$ cat config.mk
export PLATFORM = sky130hd
export DESIGN_NAME = source_text_tokenizer_unit
export DESIGN_NICKNAME = d
export VERILOG_FILES = /design/src/hdl/stt_pkg.sv /design/src/hdl/stt_scan.sv /design/src/hdl/stt_queue.sv /design/src/hdl/source_text_tokenizer_unit.sv
export SDC_FILE = /design/constraint.sdc
export NUM_CORES = 1
export LEC_CHECK = 0
export ABC_AREA = 1
export BUFFER_PORTS_ARGS = -buffer_cell sky130_fd_sc_hd__clkbuf_2
export CAP_MARGIN = 20
export CORE_ASPECT_RATIO = 1.2
export CORE_MARGIN = 1
export CORE_UTILIZATION = 26
export CTS_CLUSTER_SIZE = 12
export DETAILED_ROUTE_END_ITERATION = 8
export PLACE_DENSITY_LB_ADDON = 0.1
export SYNTH_ARGS = -nofsm -noshare
export SYNTH_HDL_FRONTEND = slang
export SYNTH_SLANG_ARGS = --single-unit
$ cat constraint.sdc
create_clock -name clock -period 5.23 [get_ports clock]
set_clock_uncertainty 0.1 [all_clocks]
set_input_delay 0.523 -clock clock [delete_from_list [all_inputs] [get_ports clock]]
set_output_delay 0.523 -clock clock [all_outputs]
set_load 0.02 [all_outputs]
$ cat src/hdl/stt_pkg.sv
// ----------------------------------------------------------------------------
// stt_pkg
// Shared types, token kind codes and character class functions for the
// source text tokenizer.
// ----------------------------------------------------------------------------
package stt_pkg;

   localparam int PosBits = 16;
   localparam int LenBits = 8;
   localparam int KwCount = 34;

   localparam logic [PosBits-1:0] POS_MAX = {PosBits{1'b1}};
   localparam logic [LenBits-1:0] LEN_MAX = {LenBits{1'b1}};

   localparam logic [6:0] K_EOL    = 7'd0;
   localparam logic [6:0] K_STRING = 7'd1;
   localparam logic [6:0] K_KEY0   = 7'd2;
   localparam logic [6:0] K_REAL   = 7'd36;
   localparam logic [6:0] K_INT    = 7'd37;
   localparam logic [6:0] K_IDENT  = 7'd38;
   localparam logic [6:0] K_LPAR   = 7'd39;
   localparam logic [6:0] K_RPAR   = 7'd40;
   localparam logic [6:0] K_LBRK   = 7'd41;
   localparam logic [6:0] K_RBRK   = 7'd42;
   localparam logic [6:0] K_LTSTAR = 7'd43;
   localparam logic [6:0] K_STARGT = 7'd44;
   localparam logic [6:0] K_PLUS   = 7'd45;
   localparam logic [6:0] K_MINUS  = 7'd46;
   localparam logic [6:0] K_POW    = 7'd47;
   localparam logic [6:0] K_STAR   = 7'd48;
   localparam logic [6:0] K_NE     = 7'd49;
   localparam logic [6:0] K_DSLASH = 7'd50;
   localparam logic [6:0] K_SLPCT  = 7'd51;
   localparam logic [6:0] K_SLASH  = 7'd52;
   localparam logic [6:0] K_ASSIGN = 7'd53;
   localparam logic [6:0] K_COLON  = 7'd54;
   localparam logic [6:0] K_HASH   = 7'd55;
   localparam logic [6:0] K_COMMA  = 7'd56;
   localparam logic [6:0] K_SEMI   = 7'd57;
   localparam logic [6:0] K_ARROW  = 7'd58;
   localparam logic [6:0] K_GE     = 7'd59;
   localparam logic [6:0] K_LE     = 7'd60;
   localparam logic [6:0] K_GT     = 7'd61;
   localparam logic [6:0] K_LT     = 7'd62;
   localparam logic [6:0] K_EQ     = 7'd63;
   localparam logic [6:0] K_ERROR  = 7'd64;
   localparam logic [6:0] K_NONE   = 7'd127;

   localparam logic [3:0] S_IDLE = 4'd0;
   localparam logic [3:0] S_WORD = 4'd1;
   localparam logic [3:0] S_INT  = 4'd2;
   localparam logic [3:0] S_DOT  = 4'd3;
   localparam logic [3:0] S_FRAC = 4'd4;
   localparam logic [3:0] S_EXPE = 4'd5;
   localparam logic [3:0] S_EXPS = 4'd6;
   localparam logic [3:0] S_EXPD = 4'd7;
   localparam logic [3:0] S_STR  = 4'd8;
   localparam logic [3:0] S_SYM  = 4'd9;

   localparam logic [47:0] KW_TABLE [KwCount] = '{
      48'h616e64, 48'h63616c6c, 48'h63617365, 48'h646f, 48'h656c7365,
      48'h656e64, 48'h65736163, 48'h65786974, 48'h6578_7465_726e,
      48'h6669, 48'h666f72, 48'h66726f6d, 48'h66756e, 48'h6966,
      48'h696e707574, 48'h696e_7465_726e, 48'h6e6c66, 48'h6e6f74,
      48'h6f64, 48'h6f72, 48'h6f75_7470_7574, 48'h70726f63,
      48'h7265_7065_6174, 48'h7265_7475_726e, 48'h73746570,
      48'h74657874, 48'h7468656e, 48'h746f, 48'h756e74696c,
      48'h7768656e, 48'h7768696c65, 48'h796573, 48'h6e6f,
      48'h656d707479
   };

   typedef struct packed {
      logic [6:0]         kind;
      logic [PosBits-1:0] line;
      logic [PosBits-1:0] col;
      logic [LenBits-1:0] len;
      logic               last;
   } result_type;

   function automatic logic is_letter(input logic [7:0] c);
      return (c >= 8'h61 && c <= 8'h7a) || (c >= 8'h41 && c <= 8'h5a);
   endfunction

   function automatic logic is_digit(input logic [7:0] c);
      return c >= 8'h30 && c <= 8'h39;
   endfunction

   function automatic logic is_delim(input logic [7:0] c);
      return c == 8'h20 || c == 8'h09 || c == 8'h0a || c == 8'h2e || c == 8'h2c ||
             c == 8'h3a || c == 8'h3b || c == 8'h28 || c == 8'h29 || c == 8'h5b ||
             c == 8'h5d || c == 8'h3c || c == 8'h3e || c == 8'h2b || c == 8'h2d ||
             c == 8'h2a || c == 8'h2f || c == 8'h25 || c == 8'h23 || c == 8'h3d ||
             c == 8'h22;
   endfunction

   function automatic logic [6:0] single_kind(input logic [7:0] c);
      logic [6:0] k;
      k = K_NONE;
      unique case (c)
         8'h28: k = K_LPAR;
         8'h29: k = K_RPAR;
         8'h5b: k = K_LBRK;
         8'h5d: k = K_RBRK;
         8'h2b: k = K_PLUS;
         8'h2d: k = K_MINUS;
         8'h2a: k = K_STAR;
         8'h2f: k = K_SLASH;
         8'h3a: k = K_COLON;
         8'h23: k = K_HASH;
         8'h2c: k = K_COMMA;
         8'h3b: k = K_SEMI;
         8'h3e: k = K_GT;
         8'h3c: k = K_LT;
         8'h3d: k = K_EQ;
         default: k = K_NONE;
      endcase
      return k;
   endfunction

   function automatic logic may_pair(input logic [7:0] c);
      return c == 8'h3c || c == 8'h2a || c == 8'h2f || c == 8'h3a ||
             c == 8'h3d || c == 8'h3e;
   endfunction

   function automatic logic [6:0] pair_kind(input logic [7:0] h, input logic [7:0] e);
      logic [6:0] k;
      k = K_NONE;
      priority if (h == 8'h3c && e == 8'h2a) k = K_LTSTAR;
      else if (h == 8'h2a && e == 8'h3e) k = K_STARGT;
      else if (h == 8'h2a && e == 8'h2a) k = K_POW;
      else if (h == 8'h2f && e == 8'h3d) k = K_NE;
      else if (h == 8'h2f && e == 8'h2f) k = K_DSLASH;
      else if (h == 8'h2f && e == 8'h25) k = K_SLPCT;
      else if (h == 8'h3a && e == 8'h3d) k = K_ASSIGN;
      else if (h == 8'h3d && e == 8'h3e) k = K_ARROW;
      else if (h == 8'h3e && e == 8'h3d) k = K_GE;
      else if (h == 8'h3c && e == 8'h3d) k = K_LE;
      else k = K_NONE;
      return k;
   endfunction

   function automatic logic [6:0] kw_lookup(input logic [47:0] w);
      logic [6:0] k;
      k = K_IDENT;
      for (int i = 0; i < KwCount; i++) begin
         if (KW_TABLE[i] == w) k = K_KEY0 + 7'(i);
      end
      return k;
   endfunction

endpackage

$ cat src/hdl/stt_scan.sv
// ----------------------------------------------------------------------------
// stt_scan
// Scanner state registers and the per-character next-state logic; produces
// up to two tokens for each accepted character.
// ----------------------------------------------------------------------------
module stt_scan (
   input  logic                   clock,
   input  logic                   reset,
   input  logic                   take,
   input  logic [7:0]             char_code,
   input  logic                   end_of_input,
   output logic [1:0]             res_count,
   output stt_pkg::result_type    res0,
   output stt_pkg::result_type    res1
);
   import stt_pkg::*;

   logic [3:0]         state_ff, state_in;
   logic [6:0]         cand_ff, cand_in;
   logic [47:0]        word_ff, word_in;
   logic [PosBits-1:0] sline_ff, sline_in, scol_ff, scol_in;
   logic [PosBits-1:0] cline_ff, cline_in, ccol_ff, ccol_in;
   logic [LenBits-1:0] plen_ff, plen_in;
   logic               cmt_ff, cmt_in;
   logic [7:0]         held_ff, held_in;
   logic               halt_ff, halt_in;

   result_type         r [2];
   logic [1:0]         n;

   always_comb begin
      logic [7:0]  e;
      logic        used;
      logic        keep;
      logic [6:0]  k;
      logic [LenBits-1:0] plen_inc;
      state_in = state_ff;  cand_in = cand_ff;  word_in = word_ff;
      sline_in = sline_ff;  scol_in = scol_ff;  cline_in = cline_ff;
      ccol_in  = ccol_ff;   plen_in = plen_ff;  cmt_in  = cmt_ff;
      held_in  = held_ff;   halt_in = halt_ff;
      r[0] = '0;
      r[1] = '0;
      n = 2'd0;
      e = 8'h20;
      used = 1'b0;
      keep = 1'b0;
      k = K_NONE;
      plen_inc = (plen_ff == LEN_MAX) ? plen_ff : plen_ff + 1'b1;

      if (take && !halt_ff) begin
         if (end_of_input) begin
            unique case (state_ff)
               S_WORD: begin
                  r[n[0]] = '{(plen_ff <= LenBits'(6)) ? kw_lookup(word_ff) : K_IDENT,
                              sline_ff, scol_ff, plen_ff, 1'b0};
                  n = n + 1'b1;
               end
               S_INT: begin
                  r[n[0]] = '{K_INT, sline_ff, scol_ff, plen_ff, 1'b0};
                  n = n + 1'b1;
               end
               S_DOT, S_EXPE, S_EXPS: begin
                  r[0] = '{K_INT, sline_ff, scol_ff, word_ff[32 +: LenBits], 1'b0};
                  r[1] = '{K_ERROR, sline_ff, word_ff[PosBits-1:0], '0, 1'b0};
                  n = 2'd2;
                  halt_in = 1'b1;
               end
               S_FRAC, S_EXPD: begin
                  r[n[0]] = '{K_REAL, sline_ff, scol_ff, plen_ff, 1'b0};
                  n = n + 1'b1;
               end
               S_STR: begin
                  r[n[0]] = '{K_ERROR, sline_ff, scol_ff, '0, 1'b0};
                  n = n + 1'b1;
                  halt_in = 1'b1;
               end
               S_SYM: begin
                  r[n[0]] = '{cand_ff, sline_ff, scol_ff, LenBits'(1), 1'b0};
                  n = n + 1'b1;
               end
               default: ;
            endcase
            // start a new text; halt survives
            keep = halt_in;
            state_in = S_IDLE;  cand_in = K_NONE;  word_in = '0;
            sline_in = PosBits'(1);  scol_in = '0;
            cline_in = PosBits'(1);  ccol_in = '0;
            plen_in = '0;  cmt_in = 1'b0;  held_in = '0;
            halt_in = keep;
         end else begin
            cmt_in = (char_code == 8'h0a) ? 1'b0 : (cmt_ff || char_code == 8'h5c);
            e = cmt_in ? 8'h20 : char_code;

            unique case (state_ff)
               S_WORD: begin
                  if (is_letter(e) || is_digit(e) || e == 8'h5f) begin
                     word_in = {word_ff[39:0], is_letter(e) ? (e | 8'h20) : e};
                     plen_in = plen_inc;
                     used = 1'b1;
                  end else begin
                     r[n[0]] = '{(is_delim(e) && plen_ff <= LenBits'(6)) ?
                                 kw_lookup(word_ff) : K_IDENT,
                                 sline_ff, scol_ff, plen_ff, 1'b0};
                     n = n + 1'b1;
                     state_in = S_IDLE;
                  end
               end
               S_INT: begin
                  if (is_digit(e)) begin
                     plen_in = plen_inc;
                     used = 1'b1;
                  end else if (e == 8'h2e) begin
                     word_in = {8'h00, LenBits'(plen_ff), 16'(0) , 16'(0)};
                     word_in[32 +: LenBits] = plen_ff;
                     word_in[PosBits-1:0] = ccol_ff;
                     plen_in = plen_inc;
                     state_in = S_DOT;
                     used = 1'b1;
                  end else begin
                     r[n[0]] = '{K_INT, sline_ff, scol_ff, plen_ff, 1'b0};
                     n = n + 1'b1;
                     state_in = S_IDLE;
                  end
               end
               S_DOT, S_EXPS, S_EXPE: begin
                  used = 1'b1;
                  if (is_digit(e)) begin
                     plen_in = plen_inc;
                     state_in = (state_ff == S_DOT) ? S_FRAC : S_EXPD;
                  end else if (state_ff == S_EXPE && (e == 8'h2b || e == 8'h2d)) begin
                     plen_in = plen_inc;
                     state_in = S_EXPS;
                  end else begin
                     r[0] = '{K_INT, sline_ff, scol_ff, word_ff[32 +: LenBits], 1'b0};
                     r[1] = '{K_ERROR, sline_ff, word_ff[PosBits-1:0], '0, 1'b0};
                     n = 2'd2;
                     halt_in = 1'b1;
                     state_in = S_IDLE;
                  end
               end
               S_FRAC, S_EXPD: begin
                  if (is_digit(e)) begin
                     plen_in = plen_inc;
                     used = 1'b1;
                  end else if (state_ff == S_FRAC && (e == 8'h65 || e == 8'h45)) begin
                     plen_in = plen_inc;
                     state_in = S_EXPE;
                     used = 1'b1;
                  end else begin
                     r[n[0]] = '{K_REAL, sline_ff, scol_ff, plen_ff, 1'b0};
                     n = n + 1'b1;
                     state_in = S_IDLE;
                  end
               end
               S_STR: begin
                  used = 1'b1;
                  plen_in = plen_inc;
                  if (e == 8'h22) begin
                     r[n[0]] = '{K_STRING, sline_ff, scol_ff, plen_inc, 1'b0};
                     n = n + 1'b1;
                     state_in = S_IDLE;
                  end else if (e == 8'h0a) begin
                     r[n[0]] = '{K_ERROR, sline_ff, scol_ff, '0, 1'b0};
                     n = n + 1'b1;
                     halt_in = 1'b1;
                     state_in = S_IDLE;
                  end
               end
               S_SYM: begin
                  k = pair_kind(held_ff, e);
                  state_in = S_IDLE;
                  if (k != K_NONE) begin
                     r[n[0]] = '{k, sline_ff, scol_ff, LenBits'(2), 1'b0};
                     used = 1'b1;
                  end else begin
                     r[n[0]] = '{cand_ff, sline_ff, scol_ff, LenBits'(1), 1'b0};
                  end
                  n = n + 1'b1;
               end
               default: state_in = S_IDLE;
            endcase

            // character not consumed by the pending token opens a new one
            if (!used && !halt_in) begin
               sline_in = cline_ff;
               scol_in  = ccol_ff;
               plen_in  = LenBits'(1);
               priority if (e == 8'h20 || e == 8'h09) begin
               end else if (e == 8'h0a) begin
                  r[n[0]] = '{K_EOL, cline_ff, ccol_ff, LenBits'(1), 1'b0};
                  n = n + 1'b1;
               end else if (e == 8'h22) begin
                  state_in = S_STR;
               end else if (is_letter(e)) begin
                  word_in = {40'd0, e | 8'h20};
                  state_in = S_WORD;
               end else if (is_digit(e)) begin
                  state_in = S_INT;
               end else if (may_pair(e)) begin
                  held_in = e;
                  cand_in = single_kind(e);
                  state_in = S_SYM;
               end else if (single_kind(e) != K_NONE) begin
                  r[n[0]] = '{single_kind(e), cline_ff, ccol_ff, LenBits'(1), 1'b0};
                  n = n + 1'b1;
               end else begin
                  r[n[0]] = '{K_ERROR, cline_ff, ccol_ff, '0, 1'b0};
                  n = n + 1'b1;
                  halt_in = 1'b1;
                  state_in = S_IDLE;
               end
            end

            if (char_code == 8'h0a) begin
               if (cline_ff != POS_MAX) cline_in = cline_ff + 1'b1;
               ccol_in = '0;
            end else if (ccol_ff != POS_MAX) begin
               ccol_in = ccol_ff + 1'b1;
            end
         end
      end

      if (n == 2'd1) r[0].last = 1'b1;
      if (n == 2'd2) r[1].last = 1'b1;
   end

   assign res_count = n;
   assign res0 = r[0];
   assign res1 = r[1];

   always_ff @(posedge clock) begin
      if (reset) begin
         state_ff <= S_IDLE;
         cand_ff  <= K_NONE;
         word_ff  <= '0;
         sline_ff <= PosBits'(1);
         scol_ff  <= '0;
         cline_ff <= PosBits'(1);
         ccol_ff  <= '0;
         plen_ff  <= '0;
         cmt_ff   <= 1'b0;
         held_ff  <= '0;
         halt_ff  <= 1'b0;
      end else begin
         state_ff <= state_in;
         cand_ff  <= cand_in;
         word_ff  <= word_in;
         sline_ff <= sline_in;
         scol_ff  <= scol_in;
         cline_ff <= cline_in;
         ccol_ff  <= ccol_in;
         plen_ff  <= plen_in;
         cmt_ff   <= cmt_in;
         held_ff  <= held_in;
         halt_ff  <= halt_in;
      end
   end

endmodule

$ cat src/hdl/stt_queue.sv
// ----------------------------------------------------------------------------
// stt_queue
// Four-entry token queue: takes up to two tokens per cycle, hands out one.
// ----------------------------------------------------------------------------
module stt_queue (
   input  logic                clock,
   input  logic                reset,
   input  logic [1:0]          push_count,
   input  stt_pkg::result_type push0,
   input  stt_pkg::result_type push1,
   input  logic                pop,
   output stt_pkg::result_type head,
   output logic                not_empty,
   output logic                almost_full
);
   import stt_pkg::*;

   result_type  mem_ff [4];
   logic [1:0]  wp_ff, wp_in, rp_ff, rp_in;
   logic [2:0]  cnt_ff, cnt_in;

   assign wp_in  = wp_ff + push_count;
   assign rp_in  = rp_ff + {1'b0, pop};
   assign cnt_in = cnt_ff + {1'b0, push_count} - {2'b00, pop};

   assign head        = mem_ff[rp_ff];
   assign not_empty   = cnt_ff != 3'd0;
   assign almost_full = cnt_ff > 3'd2;

   always_ff @(posedge clock) begin
      if (push_count != 2'd0) mem_ff[wp_ff] <= push0;
      if (push_count == 2'd2) mem_ff[wp_ff + 2'd1] <= push1;
   end

   always_ff @(posedge clock) begin
      if (reset) begin
         wp_ff  <= '0;
         rp_ff  <= '0;
         cnt_ff <= '0;
      end else begin
         wp_ff  <= wp_in;
         rp_ff  <= rp_in;
         cnt_ff <= cnt_in;
      end
   end

endmodule

$ cat src/hdl/source_text_tokenizer_unit.sv
// ----------------------------------------------------------------------------
// source_text_tokenizer_unit
// Streaming lexer: one source byte per transaction in, tokens out.
// ----------------------------------------------------------------------------
// Input channel req_: one byte (req_char_code) or an end-of-text mark
// (req_end_of_input) per transaction. Output channel rsp_: one token per
// transaction with kind, line, start column, length; rsp_last_of_run marks
// the last token caused by one input transaction (an input causes 0 to 2).
// The scanner updates its state in the cycle a byte is accepted and writes
// the tokens into a four-entry queue; every token is registered there and
// is shown on rsp_ at its head. One byte is accepted each cycle while the
// queue holds at most two tokens, so throughput is one byte per cycle as
// long as tokens drain; the queue depth sets how much stall is absorbed.
// When rsp_stall is high, tokens wait in the queue and req_stall rises once
// it holds three or more. Synchronous reset returns to line 1 column 0,
// clears the queue and leaves the halted state entered after an error.
// ----------------------------------------------------------------------------
module source_text_tokenizer_unit (
   input  logic                        clock,
   input  logic                        reset,
   input  logic                        req_valid,
   output logic                        req_stall,
   input  logic [7:0]                  req_char_code,
   input  logic                        req_end_of_input,
   output logic                        rsp_valid,
   input  logic                        rsp_stall,
   output logic [6:0]                  rsp_token_kind,
   output logic [stt_pkg::PosBits-1:0] rsp_line_number,
   output logic [stt_pkg::PosBits-1:0] rsp_column_number,
   output logic [stt_pkg::LenBits-1:0] rsp_token_length,
   output logic                        rsp_last_of_run
);
   import stt_pkg::*;

   logic       take;
   logic [1:0] res_count;
   result_type res0, res1, head;
   logic       not_empty, almost_full;

   assign req_stall = almost_full;
   assign take      = req_valid && !almost_full;

   stt_scan u_scan (
      .clock        (clock),
      .reset        (reset),
      .take         (take),
      .char_code    (req_char_code),
      .end_of_input (req_end_of_input),
      .res_count    (res_count),
      .res0         (res0),
      .res1         (res1)
   );

   stt_queue u_queue (
      .clock       (clock),
      .reset       (reset),
      .push_count  (res_count),
      .push0       (res0),
      .push1       (res1),
      .pop         (not_empty && !rsp_stall),
      .head        (head),
      .not_empty   (not_empty),
      .almost_full (almost_full)
   );

   assign rsp_valid         = not_empty;
   assign rsp_token_kind    = head.kind;
   assign rsp_line_number   = head.line;
   assign rsp_column_number = head.col;
   assign rsp_token_length  = head.len;
   assign rsp_last_of_run   = head.last;

endmodule
* Word-level counts from Yosys, hierarchy flattened
Memories as Yosys holds them, arrays and structs flattened. A register that Yosys moved wholly into a read port is not among the register bits.
Cells that the tools add are included.
** Cells by class
- Bitwise logic cells :: 1
- $add $sub $neg :: 9
- Magnitude comparators :: 10
- Reduce and logical (&&, ||, !) cells :: 75
- Eq/ne operators :: 92
- Mux-type cells :: 228
** Operator list (count)
- $mux W48 :: 22
- $mux W96 :: 11
- $pmux W48 S6 :: 2
- $eq A31 B48 Y1 const A :: 11
- $mux W7 :: 63
- $eq A15 B48 Y1 const A :: 7
- $eq A23 B48 Y1 const A :: 7
- $bwmux W96 :: 3
- $eq A47 B48 Y1 const A :: 5
- $eq A39 B48 Y1 const A :: 4
- $eq A8 B6 Y1 const B :: 23
- $mux W16 :: 10
- $mux W8 :: 19
- $pmux W7 S15 :: 1
- $pmux W48 S2 :: 1
- $mux W95 :: 1
- $mux W47 :: 2
- $mux W6 :: 14
- $mux W4 :: 15
- $demux W48 S1 :: 1
- $eq A8 B7 Y1 const B :: 6
- $pmux W8 S5 :: 1
- $mux W2 :: 19
- $mux W1 :: 36
- other kinds (49) :: 131
** Word-level totals
- Word-level logic and storage cells :: 430
- Bits of input ports :: 13
- Register bits after elaboration :: 148
- Bits in writable memories :: 192
- Memories kept :: 1
- Output and inout bits :: 50
** Memories
- u_queue.mem_ff :: depth 4, bits a word 48, rd ports 1, clocked after memory_dff 1, wr ports 2, line stt_queue.sv:18 : result_type mem_ff [4];

* Longest topological paths before layout
- Depth after elaboration :: 52
- Depth in mapped cells :: 29

* By module
Synthesis repeated with hierarchy kept, for this count alone.
** Unflattened totals
- Cells, all modules :: 3363
- Area, all modules :: 22829.4 um^2
** Modules (own cells, without submodules)
- stt_scan :: area an instance 12786.0 um^2, instances 1, cells each 2259
- stt_queue :: area an instance 10023.4 um^2, instances 1, cells each 1100
- source_text_tokenizer_unit :: area an instance 20.0 um^2, instances 1, cells each 4

* Worst setup path before layout
No wires, ideal clock.
- Path type :: input-to-reg
- From :: input port req_char_code[3]
- To :: memory u_queue.mem_ff[0][0] (netlist name) (enable)
- Stages :: 23
- Buffers on the path :: 3
- Path slack :: 855 ps
- Required time :: 4724 ps
- Setup time :: 406 ps
- Data arrival time :: 3869 ps
- Cell sequence :: buf_2 > nand2_1 > nor3_2 > nand2_2 > nand2_4 > buf_6 > nand3_2 > nor2_2 > inv_1 > nor2_1 > nand2_1 > nand3_1 > nor2_1 > nand2_1 > nand2_4 > nand4_2 > buf_2 > o21ai_0 > nand2_1 > nand2_1 > nand2_1 > nand2_1 > nand2_1
** RTL lines
- start, declared :: line source_text_tokenizer_unit.sv:23 : input logic [7:0] req_char_code,
- end, declared :: line stt_queue.sv:18

==> results.ini <==
[run_status]
status=complete, no violations

[logic_synthesis]
avgSynthCellArea_sq_um=6.702
synth.yosys.seq_area_share=0.3831
ys_types=59
synth_top_area_frac=0.2536
yosys-top-cells-area=edfxtp_1, nand2_1, dfxtp_1
synth_fp_nets=3415
synth_warnings=0
syn_inst=3392
synth_edf_count=192
synth-seq-cells=339
ys.flop_type=edfxtp_1
netlist_area_sq_um=22730
yosys.area.top_type=edfxtp_1
synthArstFlopShare=0

[pwr]
vdd_ir_drop_max_mv=0.2427
power.density_nw_per_um2=351.6
p_leak_nw=9.943
finalPower_mw=9.066

[worst_setup_path]
arrival_ps=4530
reg2reg_setup_slack_ps=950
path_buf_inv=2
slowest_stage=nor4_1
cp_top_family=simple AND/OR/NAND/NOR gates
cp_max_fo=8
startpoint_type=flop
crit_chain=inv_1 > nand2_1 > nor2_1 > inv_1 > nor2_1 > nand2_1 > nor4_1 > nand2_1 > nor2_1 > nor2_1 > nand3b_1 > nor3_1 > nand2_1 > a21oi_1 > o21ai_0 > nor2_1 > nand2_1 > o21ai_1
cp-end-kind=flop
required_ps=5480
worstSetupPathType=flop to flop
cp_slowest_stage_delay_ps=450

[floorplan]
start_util=0.2632
io_pins=63
die_x_um=271.9
die_y_um=325.9
rows=118
fp.coreArea_sq_um=86370
die_area_sq_um=88620

[layout]
drive_above_1_share=0.08343
finish.utilization=0.2986
regArea_sq_um=8713
finalNetCount=3391
areaGrowthSynthToFinish_pct=13.44
final_cells=4544
antenna-diode-count=0
fill_cells=9635
multi_input_area_sq_um=11940

[timing]
finalMaxSlewViolations=0
setup_viol=0
rsz0062_at_grt=no
fin_crit_ps=4280
tightest_slew_ps=1108
max_freq_ghz=0.2337
slew_headroom=0.2614
tns_ps=0
finalHoldViolations=0
timing.final.crit_share=0.8183
hold_slack_ps=263.2

[clock_tree]
post_cts_buffers=0
clk_latency_ps=600
tritoncts=yes
htreeDepth=2
cts_buffers=45
cts_root_buf=clkbuf_16
cts_buffer_depth=3
hold_buffers=0
cts_sinks=339
postCtsResizedCells=0
clk_pin_slew_worst_paths_ps=60

[detailed_routing]
via_per_inst=5.098
dr.pass1.iters=6
num_vias=23164
routedWlPerCell_um=21.15
drt-initial-drc-count=2005
totalWireLength_um=96100
drcViolationCount=0
antenna_left=0

[global_route]
antenna_found_initial=0
grt_pass1_wl_um=144900
grt_overflow=0
grt_pass1_vias=22200
grtUsageTotal=0.2134
grt_max_degree=75

[placement]
dp.cells=4460
dp_hpwl_um=66740
gp_congestion=0.9141
port_buffers=62

[run]
drv_cap=0

[min_path]
hp-class=input pin to flop

## placed cells by master (no fill, tap or decap), types with 5 or more instances in the layout
cell type	instances
nor2_1	388
nor2_2	10
inv_1	312
a21oi_1	204
clkbuf_1	12
o21ai_0	260
nand4_1	64
buf_4	54
nor3_1	66
a21oi_2	9
o21ai_1	27
dfxtp_1	145
nand2_2	12
nand3b_1	5
xor2_1	5
o21a_1	18
ha_1	9
inv_2	21
clkinv_2	8
buf_12	12
o211ai_1	14
o22ai_1	69
clkbuf_8	8
a211oi_1	8
clkbuf_2	61
nand3_2	9
nand2_1	907
clkbuf_16	45
nand3_1	293
edfxtp_1	192
nor4_1	23
a31oi_1	18
o31ai_1	7
o221ai_1	17
o2111ai_1	26
## registers in the layout, indices dropped and copies added, names as in the netlist
register and flops:
u_queue.rp_ff 2, u_queue.wp_ff 2, u_scan.halt_ff 1, u_scan.held_ff 8, u_scan.ccol_ff 16, u_scan.sline_ff 16, u_scan.cand_ff 6, u_scan.state_ff 4
u_scan.word_ff 48, u_queue.cnt_ff 3, u_queue.mem_ff 192, u_scan.cmt_ff 1, u_scan.plen_ff 8, u_scan.cline_ff 16, u_scan.scol_ff 16
## worst register-to-register path, stage by stage (launching register included)
cell,delay (ps)
dfxtp_1,330
inv_1,240
nand2_1,90
nor2_1,410
inv_1,280
nor2_1,280
nand2_1,220
nor4_1,450
nand2_1,200
nor2_1,130
nor2_1,90
nand3b_1,150
nor3_1,110
nand2_1,170
a21oi_1,100
o21ai_0,320
nor2_1,230
nand2_1,100
o21ai_1,60
## Yosys cell counts (4+ instances only)
library cell and n:
buf_1 9, xor2_1 5, o31ai_1 7, a211oi_1 8
o22ai_1 69, buf_2 57, edfxtp_1 192, nand2_1 912
nand4_1 64, clkbuf_1 124, nand3b_1 5, inv_2 19
o211ai_1 14, o2111ai_1 26, o21a_1 18, nand2_2 7
a21oi_2 9, buf_4 5, o21ai_1 26, nor2_2 7
dfxtp_1 147, ha_1 9, buf_6 5, a31oi_1 18
nor3_1 67, o221ai_1 17, a221oi_1 4, inv_1 313
nand3_2 9, o21ai_0 261, nor4_1 23, a21oi_1 204
nand3_1 294, nor2_1 392
## where the power goes
| part | switching, mW | leakage [nW] | total [mW] | internal [mW] |
|---|---|---|---|---|
| Clock | 1.31 | 0.731 | 3.17 | 1.86 |
| Sequential | 0.135 | 2.99 | 3.19 | 3.06 |
| Combinational | 2.01 | 6.22 | 2.70 | 0.692 |
## metrics by stage
stage / setup slack (ps) / area [sq um]
floorplan: 854.7 / 22730
global placement: 713.8 / 24290
detailed placement: 607.9 / 24300
CTS: 1012 / 25780
global route: 655.4 / 25790
finish: 950.3 / 25790
## logic make-up after synthesis
| group | Yosys count | share of synthesized area |
|---|---|---|
| AO/OA/AOI/OAI | 695 | 0.1745 |
| AND/OR/NAND/NOR | 1805 | 0.3395 |
| adder cells (fa/ha/maj) | 10 | 0.005835 |
| flip-flops | 339 | 0.3831 |
| XOR/XNOR | 8 | 0.003082 |
| buffers and inverters | 535 | 0.09396 |
## cell type report
cell class	count	share of cell area
multi-input cells	2518	0.4630
clock inverters	18	0.007860
repair buffers	129	0.03746
inverters	335	0.04876
clock buffers	65	0.04968
flip-flops and latches	339	0.3379
well taps	1140	0.05531
## layer usage
metal,wire length (um),GRT usage
met1,43420,0.2807
met3,3380,0.01939
met4,2601,0.06155
met5,0,0
met2,46700,0.3689
## path summary, 6_finish.rpt
kind                startpoint               endpoint  depth (start not counted)
min reg2reg  u_scan.ccol_ff[4]      u_scan.scol_ff[4]                          2
max reg2reg  u_scan.word_ff[4]  u_queue.mem_ff[3][46]                         18
min           req_char_code[2]      u_scan.held_ff[2]                          3
max          u_scan.word_ff[4]  u_queue.mem_ff[3][46]                         18
No activity file was read; power rests on OpenSTA's default activity.
